**config.mk**
```make
export PLATFORM = sky130hd
export DESIGN_NAME = rgb_to_hsv
export DESIGN_NICKNAME = d
export VERILOG_FILES = /design/src/hw/rtl/rgbhsv_pkg.sv /design/src/hw/rtl/rgbhsv_front.sv /design/src/hw/rtl/rgbhsv_divider.sv /design/src/hw/rtl/rgb_to_hsv.sv
export SDC_FILE = /design/constraint.sdc
export NUM_CORES = 2
export LEC_CHECK = 0
export BUFFER_PORTS_ARGS = -buffer_cell sky130_fd_sc_hd__buf_2
export CAP_MARGIN = 20
export CORE_ASPECT_RATIO = 0.6
export CORE_MARGIN = 4
export CORE_UTILIZATION = 40
export CTS_CLUSTER_DIAMETER = 40
export DETAILED_ROUTE_END_ITERATION = 8
export PLACE_DENSITY_LB_ADDON = 0.1
export SYNTH_ARGS = -nofsm -noshare
export SYNTH_HDL_FRONTEND = slang
export SYNTH_HIERARCHICAL = 1
export SYNTH_SLANG_ARGS = --single-unit
```
**constraint.sdc**
```tcl
create_clock -name clk -period 86.6 [get_ports clk]
set_input_delay 17.32 -clock clk [delete_from_list [all_inputs] [get_ports clk]]
set_output_delay 17.32 -clock clk [all_outputs]
set_load 0.02 [all_outputs]
```
**src/hw/rtl/rgbhsv_pkg.sv**
```systemverilog
// Shared widths, sector codes and beat types of the RGB to HSV converter.
package rgbhsv_pkg;

  localparam int COMPONENT_BITS = 8;
  localparam int FRACTION_BITS  = 16;

  // Hue and saturation span 0 .. 2^FRACTION_BITS inclusive.
  localparam int RESULT_BITS = FRACTION_BITS + 1;
  // One integer quotient bit plus one fraction bit beyond the result for rounding.
  localparam int QUO_BITS = FRACTION_BITS + 2;
  // Hue numerator and divisor reach six times the component range.
  localparam int NUM_BITS = COMPONENT_BITS + 3;

  // Which component is the minimum; it selects the hue sector.
  localparam logic [1:0] SEC_RED   = 2'd0;
  localparam logic [1:0] SEC_GREEN = 2'd1;
  localparam logic [1:0] SEC_BLUE  = 2'd2;

  typedef struct packed {
    logic [COMPONENT_BITS-1:0] red;
    logic [COMPONENT_BITS-1:0] green;
    logic [COMPONENT_BITS-1:0] blue;
    logic [COMPONENT_BITS-1:0] opacity;
  } pixel_t;

  typedef struct packed {
    logic [RESULT_BITS-1:0]    hue;
    logic [RESULT_BITS-1:0]    saturation;
    logic [COMPONENT_BITS-1:0] brightness;
    logic [COMPONENT_BITS-1:0] opacity_out;
  } hsv_t;

  // Front end result handed to the dividers and the sideband line.
  typedef struct packed {
    logic                      valid;
    logic                      grey;
    logic [COMPONENT_BITS-1:0] brightness;
    logic [COMPONENT_BITS-1:0] opacity;
    logic [NUM_BITS-1:0]       hue_num;
    logic [NUM_BITS-1:0]       hue_den;
    logic [COMPONENT_BITS-1:0] sat_num;
  } front_t;

endpackage

```
**src/hw/rtl/rgbhsv_front.sv**
```systemverilog
// Front end: extrema and sector in the first stage, numerators and divisors in the second.
module rgbhsv_front (
  input  logic                  clk,
  input  logic                  rst,
  input  logic                  en,
  input  logic                  pixel_valid,
  input  rgbhsv_pkg::pixel_t    pixel,
  output rgbhsv_pkg::front_t    front
);

  localparam int CB = rgbhsv_pkg::COMPONENT_BITS;
  localparam int NB = rgbhsv_pkg::NUM_BITS;

  // Stage one registers.
  logic                s1_valid;
  rgbhsv_pkg::pixel_t  s1_pix;
  logic [CB-1:0]       s1_max;
  logic [CB-1:0]       s1_min;
  logic [1:0]          s1_sector;

  // Stage two registers.
  logic                s2_valid;
  logic                s2_grey;
  logic [CB-1:0]       s2_max;
  logic [CB-1:0]       s2_opacity;
  logic [NB-1:0]       s2_hue_num;
  logic [NB-1:0]       s2_hue_den;
  logic [CB-1:0]       s2_diff;

  logic                red_min;
  logic                green_min;
  logic [CB-1:0]       max_next;
  logic [CB-1:0]       min_next;
  logic [1:0]          sector_next;

  logic [CB-1:0]       diff;
  logic [NB-1:0]       diff_ext;
  logic [NB-1:0]       hue_num_next;

  // Red wins ties for the minimum, then green.
  always_comb begin
    red_min   = (pixel.red <= pixel.green) && (pixel.red <= pixel.blue);
    green_min = !red_min && (pixel.green <= pixel.blue);
    if (red_min) begin
      sector_next = rgbhsv_pkg::SEC_RED;
      min_next    = pixel.red;
    end else if (green_min) begin
      sector_next = rgbhsv_pkg::SEC_GREEN;
      min_next    = pixel.green;
    end else begin
      sector_next = rgbhsv_pkg::SEC_BLUE;
      min_next    = pixel.blue;
    end
    max_next = (pixel.red > pixel.green) ? pixel.red : pixel.green;
    if (pixel.blue > max_next) begin
      max_next = pixel.blue;
    end
  end

  // The numerator is offset*d minus the sector term; it never goes negative,
  // so modular arithmetic at this width gives the exact value.
  always_comb begin
    diff     = s1_max - s1_min;
    diff_ext = {{(NB-CB){1'b0}}, diff};
    case (s1_sector)
      rgbhsv_pkg::SEC_RED: begin
        hue_num_next = diff_ext + (diff_ext << 1)
                     + {{(NB-CB){1'b0}}, s1_pix.blue} - {{(NB-CB){1'b0}}, s1_pix.green};
      end
      rgbhsv_pkg::SEC_GREEN: begin
        hue_num_next = diff_ext + (diff_ext << 2)
                     + {{(NB-CB){1'b0}}, s1_pix.red} - {{(NB-CB){1'b0}}, s1_pix.blue};
      end
      default: begin
        hue_num_next = diff_ext
                     + {{(NB-CB){1'b0}}, s1_pix.green} - {{(NB-CB){1'b0}}, s1_pix.red};
      end
    endcase
  end

  always_ff @(posedge clk) begin
    if (rst) begin
      s1_valid <= 1'b0;
      s2_valid <= 1'b0;
    end else if (en) begin
      s1_valid <= pixel_valid;
      s2_valid <= s1_valid;
    end
  end

  always_ff @(posedge clk) begin
    if (en) begin
      s1_pix     <= pixel;
      s1_max     <= max_next;
      s1_min     <= min_next;
      s1_sector  <= sector_next;
      s2_grey    <= (diff == '0);
      s2_max     <= s1_max;
      s2_opacity <= s1_pix.opacity;
      s2_hue_num <= hue_num_next;
      s2_hue_den <= (diff_ext << 1) + (diff_ext << 2);
      s2_diff    <= diff;
    end
  end

  assign front.valid      = s2_valid;
  assign front.grey       = s2_grey;
  assign front.brightness = s2_max;
  assign front.opacity    = s2_opacity;
  assign front.hue_num    = s2_hue_num;
  assign front.hue_den    = s2_hue_den;
  assign front.sat_num    = s2_diff;

endmodule

```
**src/hw/rtl/rgbhsv_divider.sv**
```systemverilog
// Pipelined restoring divider, one quotient bit per register stage, for a numerator no larger than the divisor.
module rgbhsv_divider #(
  parameter int DEN_BITS = rgbhsv_pkg::NUM_BITS,
  parameter int QUO_BITS = rgbhsv_pkg::QUO_BITS
) (
  input  logic                clk,
  input  logic                en,
  input  logic [DEN_BITS-1:0] num,
  input  logic [DEN_BITS-1:0] den,
  output logic [QUO_BITS-1:0] quo
);

  // Quotient is floor(num * 2^(QUO_BITS-1) / den); the first stage yields the integer bit.
  logic [DEN_BITS-1:0] rem_q [QUO_BITS];
  logic [DEN_BITS-1:0] den_q [QUO_BITS];
  logic [QUO_BITS-1:0] quo_q [QUO_BITS];

  for (genvar s = 0; s < QUO_BITS; s++) begin : g_stage
    logic [DEN_BITS:0]   trial;
    logic [DEN_BITS-1:0] den_in;
    logic [QUO_BITS-1:0] quo_in;
    logic                bit_q;

    if (s == 0) begin : g_first
      assign trial  = {1'b0, num};
      assign den_in = den;
      assign quo_in = '0;
    end else begin : g_rest
      assign trial  = {rem_q[s-1], 1'b0};
      assign den_in = den_q[s-1];
      assign quo_in = quo_q[s-1];
    end

    assign bit_q = (trial >= {1'b0, den_in});

    always_ff @(posedge clk) begin
      if (en) begin
        rem_q[s] <= bit_q ? DEN_BITS'(trial - {1'b0, den_in}) : trial[DEN_BITS-1:0];
        den_q[s] <= den_in;
        quo_q[s] <= {quo_in[QUO_BITS-2:0], bit_q};
      end
    end
  end

  assign quo = quo_q[QUO_BITS-1];

endmodule

```
**src/hw/rtl/rgb_to_hsv.sv**
```systemverilog
// Top level of the RGB to HSV pixel converter: front end, two dividers and the output stage.
// Throughput: one pixel per cycle while the output does not stall; each divider spends one
// register stage per quotient bit.
// The whole pipeline advances together and holds while a finished beat waits on the output.
// Reset (synchronous, active high) clears every stage valid bit; data registers are not reset.
module rgb_to_hsv (
  input  logic               clk,
  input  logic               rst,
  input  logic               pixel_valid,
  output logic               pixel_ready,
  input  rgbhsv_pkg::pixel_t pixel,
  output logic               hsv_valid,
  input  logic               hsv_ready,
  output rgbhsv_pkg::hsv_t   hsv
);

  localparam int CB = rgbhsv_pkg::COMPONENT_BITS;
  localparam int NB = rgbhsv_pkg::NUM_BITS;
  localparam int QB = rgbhsv_pkg::QUO_BITS;
  localparam int RB = rgbhsv_pkg::RESULT_BITS;

  // The pipeline moves whenever the output register is empty or being drained.
  // A new pixel therefore enters in the same cycle that a finished one leaves.
  logic en;
  assign en          = !hsv_valid || hsv_ready;
  assign pixel_ready = en;

  // The first two stages find the extrema, pick the hue sector and build the
  // numerators and divisors of both quotients.
  rgbhsv_pkg::front_t front;

  rgbhsv_front u_front (
    .clk         (clk),
    .rst         (rst),
    .en          (en),
    .pixel_valid (pixel_valid),
    .pixel       (pixel),
    .front       (front)
  );

  // Hue divides the sector numerator by six times the spread; the extra quotient
  // bit below the result is used for round-to-nearest with ties up.
  logic [QB-1:0] hue_quo;
  logic [QB-1:0] sat_quo;

  rgbhsv_divider #(
    .DEN_BITS (NB),
    .QUO_BITS (QB)
  ) u_hue_div (
    .clk (clk),
    .en  (en),
    .num (front.hue_num),
    .den (front.hue_den),
    .quo (hue_quo)
  );

  // Saturation divides the spread by the brightness.
  rgbhsv_divider #(
    .DEN_BITS (CB),
    .QUO_BITS (QB)
  ) u_sat_div (
    .clk (clk),
    .en  (en),
    .num (front.sat_num),
    .den (front.brightness),
    .quo (sat_quo)
  );

  // Sideband line running alongside the divider stages, one entry per stage.
  logic          side_valid [QB];
  logic          side_grey  [QB];
  logic [CB-1:0] side_bright[QB];
  logic [CB-1:0] side_alpha [QB];

  for (genvar s = 0; s < QB; s++) begin : g_side
    if (s == 0) begin : g_first
      always_ff @(posedge clk) begin
        if (rst) begin
          side_valid[s] <= 1'b0;
        end else if (en) begin
          side_valid[s] <= front.valid;
        end
      end
      always_ff @(posedge clk) begin
        if (en) begin
          side_grey[s]   <= front.grey;
          side_bright[s] <= front.brightness;
          side_alpha[s]  <= front.opacity;
        end
      end
    end else begin : g_rest
      always_ff @(posedge clk) begin
        if (rst) begin
          side_valid[s] <= 1'b0;
        end else if (en) begin
          side_valid[s] <= side_valid[s-1];
        end
      end
      always_ff @(posedge clk) begin
        if (en) begin
          side_grey[s]   <= side_grey[s-1];
          side_bright[s] <= side_bright[s-1];
          side_alpha[s]  <= side_alpha[s-1];
        end
      end
    end
  end

  // Rounding: with k the quotient carrying one extra fraction bit, the rounded
  // result is (k + 1) / 2. The largest k is 2^(FRACTION_BITS+1), so the sum fits.
  // A grey pixel has a zero divisor, and its quotients are replaced by zero.
  logic [QB-1:0]     hue_sum;
  logic [QB-1:0]     sat_sum;
  rgbhsv_pkg::hsv_t  hsv_next;

  always_comb begin
    hue_sum                 = hue_quo + QB'(1);
    sat_sum                 = sat_quo + QB'(1);
    hsv_next.hue            = side_grey[QB-1] ? '0 : hue_sum[QB-1:1];
    hsv_next.saturation     = side_grey[QB-1] ? '0 : sat_sum[QB-1:1];
    hsv_next.brightness     = side_bright[QB-1];
    hsv_next.opacity_out    = side_alpha[QB-1];
  end

  // Output register: the beat stays here until the consumer takes it.
  always_ff @(posedge clk) begin
    if (rst) begin
      hsv_valid <= 1'b0;
    end else if (en) begin
      hsv_valid <= side_valid[QB-1];
    end
  end

  always_ff @(posedge clk) begin
    if (en) begin
      hsv <= hsv_next;
    end
  end

  // Zero saturation only arises for a grey pixel, which also has zero hue.
  a_grey_hue: assert property (@(posedge clk) disable iff (rst)
    hsv_valid && (hsv.saturation == '0) |-> (hsv.hue == '0))
    else $error("non-zero hue on a pixel with zero saturation");

  // Black has no saturation.
  a_black_sat: assert property (@(posedge clk) disable iff (rst)
    hsv_valid && (hsv.brightness == '0) |-> (hsv.saturation == '0))
    else $error("saturation set on a black pixel");

  // Neither quotient may exceed one.
  a_range: assert property (@(posedge clk) disable iff (rst)
    hsv_valid |-> (hsv.hue <= (RB'(1) << (RB - 1)))
                  && (hsv.saturation <= (RB'(1) << (RB - 1))))
    else $error("hue or saturation above full scale");

  // While the output stalls the divider inputs must not move.
  a_stall_hold: assert property (@(posedge clk) disable iff (rst)
    !pixel_ready |=> $stable(front))
    else $error("front end advanced during a stall");

endmodule

```
==> run metrics <==
sink count of the clock tree=roughly 1,500; biggest cell delay along the critical path=0.62 ns; Vias/cell=about 5; cells after synthesis=4,894; pin count of the biggest net entering global routing=about 170; share of synthesized flip-flops with an asynchronous set or reset=0%; Setup Fix Bufs, Post-CTS=0; clock latency reported for the late side of the worst-skew pair=roughly 0.81 ns; global-route wire length before repair=a little over 200,000 um; maximum fanout encountered on the critical timing path=42; total placed instance area=about 0.072 mm^2; post-route ant nets=0; number of global-route vias before repair=roughly 36,000; number of design-rule violations left by the first detailed-router iteration=3,155; synthesized netlist net count=about 5,400; number of clock buffers inserted by TritonCTS=about 180; Die ar.=approximately 0.18 mm^2; unique cell type count in the Yosys netlist=97; cell chain of the critical path=buf_2 > nor2b_2 > inv_8 > buf_2; TritonCTS clock tree=built; Setup violations, final=0; vias=37,900; core area=~0.17 mm^2; Critical-path top delay cell=nor2b_2; die outline height=328 um; clock tree skew after final layout=about 0.045 ns; post-synthesis cell type with the largest combined area=edfxtp_1; unrepaired setup endpoints after global routing=false; Worst-path clk slew=0.06 ns; share of the clock period used by the worst path=41.6%; total count of max-transition violations in the final report=0; number of antenna violations at the first check in global routing=4; kind of critical path=in2out; netlist area before placement=~0.068 mm^2; H-tree depth reported by CTS=4; transition at the pin with the smallest max-transition slack=between 1 and 1.5 ns; buffers plus inverters on the worst setup path=3; category of the worst setup path capture point=output pin; run status=completed; Sum Neg Setup Slack=0 ns; clock period minus worst slack=between 30 and 40 ns; arrival time at the worst endpoint=18.69 ns; Post-synth EDFFs=roughly 1,500; number of buffers between clock root and the deepest sink=4; area added between synthesis and finish=13.3%; share of cells above drive strength 1=between 10% and 20%; post-synthesis sequential area ratio=about 64%; remaining global-route overflow=0; number of buffers inserted for hold repair after clock tree synthesis=0; most frequent standard cell in the layout excluding fill and tap cells=edfxtp_1; syn_area_per_cell=around 14 um^2; count of instances resized after the clock tree is built=0; clock root buffer=clkbuf_16; area fraction of the dominant cell type after synthesis=64.0%; type of the most critical hold path=reg2reg; GPL Wtd Cong=a little over 0.8; overall die width=about 540 um; initial standard-cell utilization of the core=40.3%; io pins=88; normalized max-slew margin=27.0%; Core Rows=around 120; input/output buffers=87; final design instance area without fill=between 0.07 and 0.08 mm^2; total wirelength of the detailed-routed design=132,000 um; highest clock frequency the design can meet=0.0278 GHz; detail-routed net length per standard cell=roughly 18 um; Critical Path Source Type=input port; cell repeated most along the worst path=buf_2; Worst EP required=roughly 69 ns; global-route usage over all layers=roughly 15%; delay-heaviest family, CP=buffers and inverters; cell types occupying the most area after synthesis=edfxtp_1 (64%), ha_1 (8.0%), inv_1 (2.9%); final number of hold-violating endpoints=0; top library cells by usage in the layout, fill and taps aside=edfxtp_1 (1,457), inv_1 (536), ha_1 (437); HPWL reported at the end of detailed placement=about 92,000 um; Final Net Count=5,671; number of warnings printed during yosys synthesis=6; DRT Pass-1 Iters=5; Max Cap Violations=0; worst hold-check slack=around 0.40 ns; number of synthesized register bits=1,460; DRC viols=0; most common flop cell mapped by yosys=edfxtp_1
[sequential cells by signal (all words and copies together) (netlist names), 9 cells and up]
signal,cells
hsv,50
side_alpha,144
side_bright,144
side_grey,18
side_valid,18
u_front/s1_pix,32
u_front/s2_hue_den,9
u_front/s2_hue_num,11
u_hue_div/den_q,187
u_hue_div/quo_q,171
u_hue_div/rem_q,187
u_sat_div/den_q,136
u_sat_div/quo_q,171
u_sat_div/rem_q,136
[worst paths after layout]
path | endpoint | slack [ns] | from | depth (start not counted)
max reg2reg | u_front/s2_hue_num[9] | 81.00 | u_front/s1_max[0] | 19
min | u_sat_div/quo_q[5][1] | 0.40 | u_sat_div/quo_q[4][0] | 0
max | pixel_ready | 50.60 | hsv_ready | 4
min reg2reg | u_sat_div/quo_q[5][1] | 0.40 | u_sat_div/quo_q[4][0] | 0
[area by class of cell]
type / instances / area (um^2)
Antenna cell: 1 / 2.50
Clock buffer: 200 / 4620
Clock inverter: 117 / 1300
Fill cell: 15100 / 92300
Inverter: 541 / 2040
Multi-Input combinational cell: 2844 / 22200
Sequential cell: 1460 / 43800
Tap cell: 2261 / 2830
Timing Repair Buffer: 111 / 653
[kinds of logic (layout without fill, tap and decap cells)]
group / after synthesis / in the layout / share of synthesized area [%]
compound gates: 968 / 968 / 9.27
xor+xnor: 216 / 216 / 2.79
fa+ha+maj: 500 / 500 / 9.84
buf+inv: 590 / 969 / 3.41
flops: 1460 / 1460 / 64.1
mux: 228 / 228 / 3.70
other cells: 1 / 2 / 0.00548
simple gates: 931 / 931 / 6.91
[synthesized netlist by cell type, types with 16 or more instances]
library cell and instances:
o31a_1 25, inv_1 537, a211o_1 30, fa_1 63
nor2b_1 94, o211ai_1 21, xor2_1 73, nand3_1 76
nor3_1 35, nor2_1 334, and3_1 17, o21a_1 68
nand4_1 58, a211oi_1 50, o22ai_1 16, a21oi_2 19
o21bai_1 17, edfxtp_1 1457, mux2_2 152, nand2_1 137
mux2i_1 59, and2_1 27, a21o_1 71, nand2b_1 52
a21oi_1 311, ha_1 437, xnor2_1 141, o21ai_0 170
o2111ai_1 28, a31oi_1 24
[layer usage]
layer | GRT usage (%) | share of wire, % | vias up | routed length (um)
met5 | 0 | 0 | - | 0
met4 | 3.61 | 2.0 | 0 | 2710
met3 | 3.07 | 5.8 | 213 | 7700
met2 | 17.3 | 35 | 772 | 46300
met1 | 25.5 | 57 | 18100 | 75500
li1 | - | - | 18800 | -
[through the flow]
stage / worst slack, ns / std cells / util (%)
after floorplan: 23.95 / 4894 / -
after global placement: 50.55 / 7217 / 42.1
after detailed placement: 50.54 / 7217 / 42.1
after CTS: 50.54 / 7534 / 45.6
after global routing: 50.53 / 7535 / 45.6
final: 50.60 / 7535 / 45.6
Power is left out: the tool's default activity adds up to more than one toggle a clock period on the data nets, which glitch-free logic cannot reach.
